===== src/sv/wfp_pkg.sv =====
// package: widths, register indexes, step kinds and speed helpers for the steering block
package wfp_pkg;

	localparam int DIST_W  = 12;
	localparam int SPEED_W = 7;
	localparam int GAIN_W  = 16;
	localparam int ERR_W   = 13;
	localparam int SUM_W   = 16;
	localparam int DIFF_W  = 14;
	localparam int PROD_P_W = GAIN_W + ERR_W;
	localparam int PROD_I_W = GAIN_W + SUM_W;
	localparam int PROD_D_W = GAIN_W + DIFF_W;
	localparam int ACC_W   = 34;
	localparam int PID_W   = 16;
	localparam int VEL_W   = 18;
	localparam int CFG_ADDR_W = 3;
	localparam int CFG_DATA_W = 16;

	// configuration register indexes
	localparam logic [CFG_ADDR_W-1:0] REG_SETPOINT   = 3'd0;
	localparam logic [CFG_ADDR_W-1:0] REG_CRUISE     = 3'd1;
	localparam logic [CFG_ADDR_W-1:0] REG_GAIN_P     = 3'd2;
	localparam logic [CFG_ADDR_W-1:0] REG_GAIN_I     = 3'd3;
	localparam logic [CFG_ADDR_W-1:0] REG_GAIN_D     = 3'd4;
	localparam logic [CFG_ADDR_W-1:0] REG_TURN_ENTER = 3'd5;
	localparam logic [CFG_ADDR_W-1:0] REG_TURN_EXIT  = 3'd6;

	// register reset values
	localparam logic [DIST_W-1:0]  SETPOINT_RST   = 12'd2000;
	localparam logic [SPEED_W-1:0] CRUISE_RST     = 7'd50;
	localparam logic [GAIN_W-1:0]  GAIN_P_RST     = 16'd256;
	localparam logic [GAIN_W-1:0]  GAIN_I_RST     = 16'd0;
	localparam logic [GAIN_W-1:0]  GAIN_D_RST     = 16'd0;
	localparam logic [DIST_W-1:0]  TURN_ENTER_RST = 12'd2900;
	localparam logic [DIST_W-1:0]  TURN_EXIT_RST  = 12'd1000;

	localparam logic [SPEED_W-1:0] SPEED_MAX   = 7'd100;
	localparam logic [SPEED_W-1:0] SPEED_FLOOR = 7'd1;

	localparam logic signed [PID_W-1:0] PID_MAX = 16'sh7FFF;
	localparam logic signed [PID_W-1:0] PID_MIN = 16'sh8000;

	// what kind of tick a word is
	typedef enum logic [1:0] {
		STEP_STOP,
		STEP_TURN,
		STEP_PID
	} step_t;

	typedef struct packed {
		step_t step;
		logic  turn_left_fwd;
	} step_ctl_t;

	// wheel speed clamp: negative gives the floor, above the maximum gives the maximum
	function automatic logic [SPEED_W-1:0] clamp_speed(input logic signed [VEL_W-1:0] v);
		logic [SPEED_W-1:0] r;
		if (v < 0) begin
			r = SPEED_FLOOR;
		end else if (v > $signed({{(VEL_W-SPEED_W){1'b0}}, SPEED_MAX})) begin
			r = SPEED_MAX;
		end else begin
			r = v[SPEED_W-1:0];
		end
		return r;
	endfunction

endpackage


===== src/sv/wfp_if.sv =====
// interfaces: sample, command and configuration channels
interface wfp_sample_if;
	logic                        valid;
	logic                        ready;
	logic [wfp_pkg::DIST_W-1:0]  front_distance;
	logic [wfp_pkg::DIST_W-1:0]  right_distance;
	logic                        emergency_stop;

	modport source (output valid, front_distance, right_distance, emergency_stop, input ready);
	modport sink   (input valid, front_distance, right_distance, emergency_stop, output ready);
endinterface

interface wfp_command_if;
	logic                        valid;
	logic                        ready;
	logic [wfp_pkg::SPEED_W-1:0] left_speed;
	logic [wfp_pkg::SPEED_W-1:0] right_speed;
	logic                        left_forward;
	logic                        right_forward;
	logic                        motors_enabled;

	modport source (output valid, left_speed, right_speed, left_forward, right_forward,
		motors_enabled, input ready);
	modport sink   (input valid, left_speed, right_speed, left_forward, right_forward,
		motors_enabled, output ready);
endinterface

interface wfp_cfg_if;
	logic                           valid;
	logic                           ready;
	logic [wfp_pkg::CFG_ADDR_W-1:0] addr;
	logic [wfp_pkg::CFG_DATA_W-1:0] data;

	modport source (output valid, addr, data, input ready);
	modport sink   (input valid, addr, data, output ready);
endinterface


===== src/sv/wall_follow_pid_steering_top.sv =====
// top level: wall-following steering controller with PID and left-turn handling
//
// Channels: sample (sink) carries one control tick per word: front and right
// distance samples and the emergency-stop flag. command (source) returns one
// wheel command word per tick. cfg (sink) writes the seven setup registers by
// index; it is always ready and should only be written while no tick is in flight.
// Pipeline: a sample word's error terms are registered at acceptance, then the product,
// sum/saturate and speed stages each register it before it appears on command.
// Throughput: one sample word per cycle unless stalled; the turn flag and, on PID ticks,
// error sum and previous error update when a non-stop word is taken; the next can follow.
// Stalls: each stage holds its word while the stage after it is full; sample.ready
// stays high while any stage has a bubble, so a word waiting on command does not
// stop new words entering until the pipeline is full.
// Reset: arst_n clears the pipeline, the controller state and loads the register
// defaults (setpoint 2000, cruise 50, Kp 1.0, Ki 0, Kd 0, enter 2900, exit 1000).
module wall_follow_pid_steering_top (
	input  logic              clk,
	input  logic              arst_n,
	wfp_cfg_if.sink           cfg,
	wfp_sample_if.sink        sample,
	wfp_command_if.source     command
);

	// configuration registers
	logic [wfp_pkg::DIST_W-1:0]         setpoint_q;
	logic [wfp_pkg::SPEED_W-1:0]        cruise_q;
	logic signed [wfp_pkg::GAIN_W-1:0]  gain_p_q;
	logic signed [wfp_pkg::GAIN_W-1:0]  gain_i_q;
	logic signed [wfp_pkg::GAIN_W-1:0]  gain_d_q;
	logic [wfp_pkg::DIST_W-1:0]         turn_enter_q;
	logic [wfp_pkg::DIST_W-1:0]         turn_exit_q;

	// controller state
	logic                               turning_q;
	logic signed [wfp_pkg::SUM_W-1:0]   err_sum_q;
	logic signed [wfp_pkg::ERR_W-1:0]   prev_err_q;

	// pipeline
	logic                               valid_s1, valid_s2, valid_s3, out_valid_q;
	logic                               load_s1, load_s2, load_s3, load_out;
	wfp_pkg::step_ctl_t                 ctl_s1, ctl_s2, ctl_s3;
	logic signed [wfp_pkg::ERR_W-1:0]   err_s1;
	logic signed [wfp_pkg::SUM_W-1:0]   sum_s1;
	logic signed [wfp_pkg::DIFF_W-1:0]  diff_s1;
	logic signed [wfp_pkg::PROD_P_W-1:0] prod_p_s2;
	logic signed [wfp_pkg::PROD_I_W-1:0] prod_i_s2;
	logic signed [wfp_pkg::PROD_D_W-1:0] prod_d_s2;
	logic signed [wfp_pkg::PID_W-1:0]   pid_s3;

	// output registers
	logic [wfp_pkg::SPEED_W-1:0]        left_speed_q, right_speed_q;
	logic                               left_fwd_q, right_fwd_q, motors_en_q;

	// combinational
	logic                               sample_acc;
	wfp_pkg::step_ctl_t                 ctl_in;
	logic signed [wfp_pkg::ERR_W-1:0]   err_in;
	logic signed [wfp_pkg::SUM_W-1:0]   sum_in;
	logic signed [wfp_pkg::DIFF_W-1:0]  diff_in;
	logic signed [wfp_pkg::PROD_P_W-1:0] prod_p;
	logic signed [wfp_pkg::PROD_I_W-1:0] prod_i;
	logic signed [wfp_pkg::PROD_D_W-1:0] prod_d;
	logic signed [wfp_pkg::ACC_W-1:0]   acc;
	logic signed [wfp_pkg::ACC_W-9:0]   acc_div;
	logic signed [wfp_pkg::PID_W-1:0]   pid_sat;
	logic signed [wfp_pkg::VEL_W-1:0]   vel_right, vel_left, cruise_ext, pid_ext;
	logic [wfp_pkg::SPEED_W-1:0]        turn_speed;
	logic [wfp_pkg::SPEED_W-1:0]        left_speed_d, right_speed_d;
	logic                               left_fwd_d, right_fwd_d, motors_en_d;

	// handshake: each stage loads when empty or when its word moves on
	assign load_out     = !out_valid_q || command.ready;
	assign load_s3      = !valid_s3 || load_out;
	assign load_s2      = !valid_s2 || load_s3;
	assign load_s1      = !valid_s1 || load_s2;
	assign sample.ready = load_s1;
	assign sample_acc   = sample.valid && sample.ready;
	assign cfg.ready    = 1'b1;

	// configuration writes
	always_ff @(posedge clk or negedge arst_n) begin
		if (!arst_n) begin
			setpoint_q   <= wfp_pkg::SETPOINT_RST;
			cruise_q     <= wfp_pkg::CRUISE_RST;
			gain_p_q     <= wfp_pkg::GAIN_P_RST;
			gain_i_q     <= wfp_pkg::GAIN_I_RST;
			gain_d_q     <= wfp_pkg::GAIN_D_RST;
			turn_enter_q <= wfp_pkg::TURN_ENTER_RST;
			turn_exit_q  <= wfp_pkg::TURN_EXIT_RST;
		end else if (cfg.valid && cfg.ready) begin
			case (cfg.addr)
				wfp_pkg::REG_SETPOINT:   setpoint_q   <= cfg.data[wfp_pkg::DIST_W-1:0];
				wfp_pkg::REG_CRUISE:     cruise_q     <= cfg.data[wfp_pkg::SPEED_W-1:0];
				wfp_pkg::REG_GAIN_P:     gain_p_q     <= cfg.data;
				wfp_pkg::REG_GAIN_I:     gain_i_q     <= cfg.data;
				wfp_pkg::REG_GAIN_D:     gain_d_q     <= cfg.data;
				wfp_pkg::REG_TURN_ENTER: turn_enter_q <= cfg.data[wfp_pkg::DIST_W-1:0];
				wfp_pkg::REG_TURN_EXIT:  turn_exit_q  <= cfg.data[wfp_pkg::DIST_W-1:0];
				default: ;
			endcase
		end
	end

	// error terms and tick kind at acceptance
	always_comb begin
		err_in  = $signed({1'b0, setpoint_q}) - $signed({1'b0, sample.right_distance});
		sum_in  = err_sum_q + {{(wfp_pkg::SUM_W-wfp_pkg::ERR_W){err_in[wfp_pkg::ERR_W-1]}},
			err_in};
		diff_in = {err_in[wfp_pkg::ERR_W-1], err_in} - {prev_err_q[wfp_pkg::ERR_W-1], prev_err_q};
		ctl_in.turn_left_fwd = 1'b0;
		if (sample.emergency_stop) begin
			ctl_in.step = wfp_pkg::STEP_STOP;
		end else if (turning_q) begin
			ctl_in.step = wfp_pkg::STEP_TURN;
			ctl_in.turn_left_fwd = sample.front_distance < turn_exit_q;
		end else begin
			ctl_in.step = wfp_pkg::STEP_PID;
		end
	end

	// controller state update
	always_ff @(posedge clk or negedge arst_n) begin
		if (!arst_n) begin
			turning_q  <= 1'b0;
			err_sum_q  <= '0;
			prev_err_q <= '0;
		end else if (sample_acc && !sample.emergency_stop) begin
			if (turning_q) begin
				if (sample.front_distance < turn_exit_q) begin
					turning_q <= 1'b0;
				end
			end else begin
				if (sample.front_distance > turn_enter_q) begin
					turning_q <= 1'b1;
				end
				err_sum_q  <= sum_in;
				prev_err_q <= err_in;
			end
		end
	end

	// stage valids
	always_ff @(posedge clk or negedge arst_n) begin
		if (!arst_n) begin
			valid_s1    <= 1'b0;
			valid_s2    <= 1'b0;
			valid_s3    <= 1'b0;
			out_valid_q <= 1'b0;
		end else begin
			if (load_s1) begin
				valid_s1 <= sample.valid;
			end
			if (load_s2) begin
				valid_s2 <= valid_s1;
			end
			if (load_s3) begin
				valid_s3 <= valid_s2;
			end
			if (load_out) begin
				out_valid_q <= valid_s3;
			end
		end
	end

	// stage 1: captured error terms
	always_ff @(posedge clk) begin
		if (load_s1) begin
			ctl_s1  <= ctl_in;
			err_s1  <= err_in;
			sum_s1  <= sum_in;
			diff_s1 <= diff_in;
		end
	end

	// stage 2: gain products
	assign prod_p = gain_p_q * err_s1;
	assign prod_i = gain_i_q * sum_s1;
	assign prod_d = gain_d_q * diff_s1;

	always_ff @(posedge clk) begin
		if (load_s2) begin
			ctl_s2    <= ctl_s1;
			prod_p_s2 <= prod_p;
			prod_i_s2 <= prod_i;
			prod_d_s2 <= prod_d;
		end
	end

	// stage 3: sum, drop fraction toward zero, saturate
	always_comb begin
		acc = {{(wfp_pkg::ACC_W-wfp_pkg::PROD_P_W){prod_p_s2[wfp_pkg::PROD_P_W-1]}}, prod_p_s2}
			+ {{(wfp_pkg::ACC_W-wfp_pkg::PROD_I_W){prod_i_s2[wfp_pkg::PROD_I_W-1]}}, prod_i_s2}
			+ {{(wfp_pkg::ACC_W-wfp_pkg::PROD_D_W){prod_d_s2[wfp_pkg::PROD_D_W-1]}}, prod_d_s2};
		acc_div = acc[wfp_pkg::ACC_W-1:8];
		if (acc[wfp_pkg::ACC_W-1] && (acc[7:0] != 8'd0)) begin
			acc_div = acc_div + 26'sd1;
		end
		if (acc_div > $signed({{(wfp_pkg::ACC_W-8-wfp_pkg::PID_W){1'b0}}, wfp_pkg::PID_MAX})) begin
			pid_sat = wfp_pkg::PID_MAX;
		end else if (acc_div < $signed({{(wfp_pkg::ACC_W-8-wfp_pkg::PID_W){1'b1}},
			wfp_pkg::PID_MIN})) begin
			pid_sat = wfp_pkg::PID_MIN;
		end else begin
			pid_sat = acc_div[wfp_pkg::PID_W-1:0];
		end
	end

	always_ff @(posedge clk) begin
		if (load_s3) begin
			ctl_s3 <= ctl_s2;
			pid_s3 <= pid_sat;
		end
	end

	// output stage: wheel speeds and directions
	always_comb begin
		cruise_ext = $signed({{(wfp_pkg::VEL_W-wfp_pkg::SPEED_W){1'b0}}, cruise_q});
		pid_ext    = {{(wfp_pkg::VEL_W-wfp_pkg::PID_W){pid_s3[wfp_pkg::PID_W-1]}}, pid_s3};
		vel_right  = cruise_ext - pid_ext;
		vel_left   = cruise_ext + pid_ext;
		turn_speed = (cruise_q > wfp_pkg::SPEED_MAX) ? wfp_pkg::SPEED_MAX : cruise_q;
		case (ctl_s3.step)
			wfp_pkg::STEP_TURN: begin
				left_speed_d  = turn_speed;
				right_speed_d = turn_speed;
				left_fwd_d    = ctl_s3.turn_left_fwd;
				right_fwd_d   = 1'b1;
				motors_en_d   = 1'b1;
			end
			wfp_pkg::STEP_PID: begin
				left_speed_d  = wfp_pkg::clamp_speed(vel_left);
				right_speed_d = wfp_pkg::clamp_speed(vel_right);
				left_fwd_d    = 1'b1;
				right_fwd_d   = 1'b1;
				motors_en_d   = 1'b1;
			end
			default: begin
				left_speed_d  = '0;
				right_speed_d = '0;
				left_fwd_d    = 1'b0;
				right_fwd_d   = 1'b0;
				motors_en_d   = 1'b0;
			end
		endcase
	end

	always_ff @(posedge clk) begin
		if (load_out) begin
			left_speed_q  <= left_speed_d;
			right_speed_q <= right_speed_d;
			left_fwd_q    <= left_fwd_d;
			right_fwd_q   <= right_fwd_d;
			motors_en_q   <= motors_en_d;
		end
	end

	// command channel
	assign command.valid          = out_valid_q;
	assign command.left_speed     = left_speed_q;
	assign command.right_speed    = right_speed_q;
	assign command.left_forward   = left_fwd_q;
	assign command.right_forward  = right_fwd_q;
	assign command.motors_enabled = motors_en_q;

endmodule

===== src/flat_wrapper.sv =====
// flat-port wrapper written by rule: the top's interface ports become plain ports
module wall_follow_pid_steering_top_flat 
  (clk, arst_n, cfg_valid, cfg_addr, cfg_data, cfg_ready, sample_valid, sample_front_distance, sample_right_distance, sample_emergency_stop, sample_ready, command_valid, command_left_speed, command_right_speed, command_left_forward, command_right_forward, command_motors_enabled, command_ready);
  wfp_cfg_if cfg_i ();
  wfp_sample_if sample_i ();
  wfp_command_if command_i ();
  input  logic clk;
  input  logic arst_n;
  input wire logic [$bits(cfg_i.valid)-1:0] cfg_valid;
  input wire logic [$bits(cfg_i.addr)-1:0] cfg_addr;
  input wire logic [$bits(cfg_i.data)-1:0] cfg_data;
  output wire logic [$bits(cfg_i.ready)-1:0] cfg_ready;
  input wire logic [$bits(sample_i.valid)-1:0] sample_valid;
  input wire logic [$bits(sample_i.front_distance)-1:0] sample_front_distance;
  input wire logic [$bits(sample_i.right_distance)-1:0] sample_right_distance;
  input wire logic [$bits(sample_i.emergency_stop)-1:0] sample_emergency_stop;
  output wire logic [$bits(sample_i.ready)-1:0] sample_ready;
  output wire logic [$bits(command_i.valid)-1:0] command_valid;
  output wire logic [$bits(command_i.left_speed)-1:0] command_left_speed;
  output wire logic [$bits(command_i.right_speed)-1:0] command_right_speed;
  output wire logic [$bits(command_i.left_forward)-1:0] command_left_forward;
  output wire logic [$bits(command_i.right_forward)-1:0] command_right_forward;
  output wire logic [$bits(command_i.motors_enabled)-1:0] command_motors_enabled;
  input wire logic [$bits(command_i.ready)-1:0] command_ready;
  assign cfg_i.valid = cfg_valid;
  assign cfg_i.addr = cfg_addr;
  assign cfg_i.data = cfg_data;
  assign cfg_ready = cfg_i.ready;
  assign sample_i.valid = sample_valid;
  assign sample_i.front_distance = sample_front_distance;
  assign sample_i.right_distance = sample_right_distance;
  assign sample_i.emergency_stop = sample_emergency_stop;
  assign sample_ready = sample_i.ready;
  assign command_valid = command_i.valid;
  assign command_left_speed = command_i.left_speed;
  assign command_right_speed = command_i.right_speed;
  assign command_left_forward = command_i.left_forward;
  assign command_right_forward = command_i.right_forward;
  assign command_motors_enabled = command_i.motors_enabled;
  assign command_i.ready = command_ready;
  wall_follow_pid_steering_top u_core (.clk(clk), .arst_n(arst_n), .cfg(cfg_i), .sample(sample_i), .command(command_i));
endmodule

===== config.mk =====
export PLATFORM = sky130hd
export DESIGN_NAME = wall_follow_pid_steering_top_flat
export DESIGN_NICKNAME = d
export VERILOG_FILES = /design/src/sv/wfp_pkg.sv /design/src/sv/wfp_if.sv /design/src/sv/wall_follow_pid_steering_top.sv /design/src/flat_wrapper.sv
export SDC_FILE = /design/constraint.sdc
export NUM_CORES = 2
export LEC_CHECK = 0
export ABC_AREA = 1
export BUFFER_PORTS_ARGS = -buffer_cell sky130_fd_sc_hd__buf_2
export CORE_MARGIN = 2
export CORE_UTILIZATION = 50
export CTS_BUF_LIST = sky130_fd_sc_hd__clkbuf_4 sky130_fd_sc_hd__clkbuf_8
export DETAILED_ROUTE_END_ITERATION = 6
export GPL_TIMING_DRIVEN = 0
export PLACE_DENSITY_LB_ADDON = 0.12
export SYNTH_ARGS = -nofsm -noshare
export SYNTH_HDL_FRONTEND = slang
export SYNTH_SLANG_ARGS = --single-unit

===== constraint.sdc =====
create_clock -name clk -period 8.18 [get_ports clk]
set_input_delay 1.227 -clock clk [delete_from_list [all_inputs] [get_ports clk]]
set_output_delay 1.227 -clock clk [all_outputs]
set_load 0.05 [all_outputs]

==> reports/qor.txt <==
Setup Fix Bufs, Post-CTS - 0
Cell Rows - 109
DP Wirelength - 102 mm
Hold Fails Final Rpt - 0
Bufs on Longest Clock Path - 3
layout cells sized above 1 - 6.09%
Most used DFF post-synth - edfxtp_1
Final period util - 95.6%
H-tree Lvls - 2
Ys Warns - 0
sequential area share after synthesis - 19.0%
net count after synthesis - 6423
r2r endpoint - u_core.prod_i_s2[30]$_DFFE_PP_
Critical Path Max Stage Delay - 570 ps
synthesized flop and latch total - 300
number of max-cap violations - 0
initial drt markers - 2458
register area - 8410 um2
CP startpoint kind - flip-flop
# port buffers - 67
most frequent cells in the layout - nand2_1 (1356), inv_1 (1248), fa_1 (683), ha_1 (373), a21oi_1 (205)
commonest non-fill, non-tap cell in the layout - nand2_1
area of the mapped netlist - 44300 um2
status - complete, no violations
Reg2Reg Depth - 24
gr ovfl total - 0
Ports - 69
die area - 91000 um2
Sinks on Clock Net - 300
Layout area overhead - 6.78%
Worst-path clk slew - 60 ps
drt via density - 5.11
Arr. time, crit path - 8290 ps
HP Class - flip-flop to flip-flop
Die H - 302 um
final setup TNS - 0 ps
critical path type - flip-flop to flip-flop
ys async rst share - 41.7%
Worst Hold End - u_core.ctl_s2[0]$_DFFE_PP_
CTS Buf Count - 51
clk_skew - 53.2 ps
core area - 88100 um2
EDFF count, synth - 175
worst-path cell chain - clkbuf_1 -> clkbuf_1 -> nand2_1 -> fa_1 -> inv_1 -> fa_1 -> inv_1 -> fa_1 -> fa_1 -> inv_1 -> fa_1 -> inv_1 -> fa_1 -> inv_1 -> ha_1 -> a21oi_1 -> o21ai_0 -> nor2_1 -> o21ai_0 -> a21boi_0 -> o21bai_1 -> a21boi_0 -> o21ai_0 -> xor2_1
placer congestion estimate - 0.947
nets - 6545
Worst path slowest cell - clkbuf_1
worst hold stages - 0
endpoint class of the critical path - flip-flop
Post-Route WL - 123 mm
drt first pass iters - 7
RSZ-0062 raised after global routing - no
initial antenna violation count - 7
max-slew violations - 0
Die X - 302 um
pin count of the biggest net entering global routing - 72
Initial Util - 50.3%
most frequent CP cell - fa_1
HP Start - u_core.ctl_s1[0]$_SDFFCE_PP0N_
CP required - 8650 ps
vias in the first global route - 34400
largest fanout on the critical path - 10
drt drc - 0
worst skew pair latency - 690 ps
Routed Antenna Nets - 0
Syn Inst Count - 5318
Vias - 34000
Final min period - 7820 ps
CP top delay family - adder cells
CTS tree - yes
reg2reg start - u_core.gain_i_q[10]$_DFFE_PN0P_
achievable clock frequency - 0.128 GHz
Avg WL per Cell - 18.4 um
worst-margin pin slew - 1220 ps
reg2reg setup slack - 360 ps
total track usage - 28.1%
Filler cells - 8485
CP Buf/Inv Count - 7
max_slew headroom - 18.2%
Setup-failing EPs final - 0
Unique masters post-synth - 54
# hold bufs at CTS - 0
mean post-synth cell area - 8.33 um2
area of the multi-input gates - 30500 um2
CTS root buf - clkbuf_8
first-pass GRT wire length - 194 mm
flip-flops by register name (all words and copies together) (netlist names), 12 cells and up:
signal,cells
u_core.gain_d_q,16
u_core.gain_i_q,16
u_core.prod_d_s2,30
u_core.prod_i_s2,32
u_core.prev_err_q,13
u_core.gain_p_q,16
u_core.err_sum_q,16
u_core.turn_enter_q,12
u_core.diff_s1,14
u_core.setpoint_q,12
u_core.prod_p_s2,29
u_core.sum_s1,16
u_core.err_s1,13
u_core.pid_s3,16
u_core.turn_exit_q,12
metal layers:
layer  track usage (%)  share of wire, %  vias to the layer above
li1                  -                 -                    16200
met1              39.1                44                    16600
met2              45.8                47                      963
met3              3.69               6.3                      171
met4              8.70               3.5                        0
met5                 0                 0                        -
layout make-up:
type                    instances  share of cell area, %
diodes                          2                 0.0106
plain buffers                 178                   1.49
clock buffers                  71                   1.84
clock inverters                25                  0.529
inverters                    1259                   10.0
multi-input cells            3580                   64.4
flip-flops and latches        300                   17.8
well taps                    1165                   3.08
repair buffers                 70                  0.881
stage by stage:
stage | cells | worst slack, ps | util [%] | hold WS, ps | instance area [um2]
2_1_floorplan | 5318 | 1900 | - | 400 | 44300
3_3_place_gp | 6550 | 404 | 52.3 | 406 | 46100
3_5_place_dp | 6553 | 395 | 52.4 | 405 | 46200
4_1_cts | 6649 | 382 | 53.7 | 419 | 47300
5_1_grt | 6649 | 19.0 | 53.7 | 423 | 47300
6_report | 6650 | 360 | 53.7 | 418 | 47300
worst max path at each step:
stage                                         start                             end  slack (ps)  depth (start not counted)
floorplan           u_core.gain_i_q[10]$_DFFE_PN0P_  u_core.prod_i_s2[24]$_DFFE_PP_        1900                         24
global route             u_core.sum_s1[5]$_DFFE_PN_  u_core.prod_i_s2[30]$_DFFE_PP_          20                         24
CTS                      u_core.sum_s1[4]$_DFFE_PN_  u_core.prod_i_s2[30]$_DFFE_PP_         380                         24
finish              u_core.gain_i_q[10]$_DFFE_PN0P_  u_core.prod_i_s2[30]$_DFFE_PP_         360                         24
detailed placement       u_core.sum_s1[4]$_DFFE_PN_  u_core.prod_i_s2[30]$_DFFE_PP_         390                         24
global placement         u_core.sum_s1[4]$_DFFE_PN_  u_core.prod_i_s2[30]$_DFFE_PP_         400                         24
logic make-up (layout without fill, tap and decap cells):
family / Yosys count / in the layout / synth area share [%]
fa+ha+maj: 1056 / 1056 / 41.4
simple gates: 1824 / 1824 / 17.2
other cells: 1 / 3 / 0.00847
buf+inv: 1438 / 1603 / 12.3
compound gates: 490 / 490 / 6.00
xor+xnor: 209 / 209 / 4.13
flops: 300 / 300 / 19.0
cell usage after synthesis (9+ instances only):
cell type  instances  share of area (%)
a21boi_0           9               0.15
o21ai_0          201                2.3
nand3_1          118                1.3
inv_1           1249                 11
a31oi_1           13               0.18
nor2_2            27               0.38
fa_1             683                 31
dfrtp_1          103                5.8
dfstp_2           22                1.3
inv_2              9              0.076
xor2_1           142                2.8
nand2_1         1357                 11
nand3_2           10               0.23
a21oi_1          205                2.3
or2_2             45               0.64
o21a_1            11               0.19
nor2_1           137                1.2
clkbuf_1         173                1.5
o21bai_1           9               0.15
nand2_2           39               0.55
ha_1             373                 11
nand3b_1          10               0.17
xnor2_1           67                1.3
nand4_1           32               0.45
a21o_1            10               0.17
edfxtp_1         175                 12
nor3_1            19               0.21
repair_timing:
item | CTS | global route
endpoints found under the hold margin | 0 | 0
endpoints found under the setup margin | 0 | 2
gates resized for setup | 0 | 2
Power is left out: the tool's default activity adds up to more than one toggle a clock period on the data nets, which glitch-free logic cannot reach.
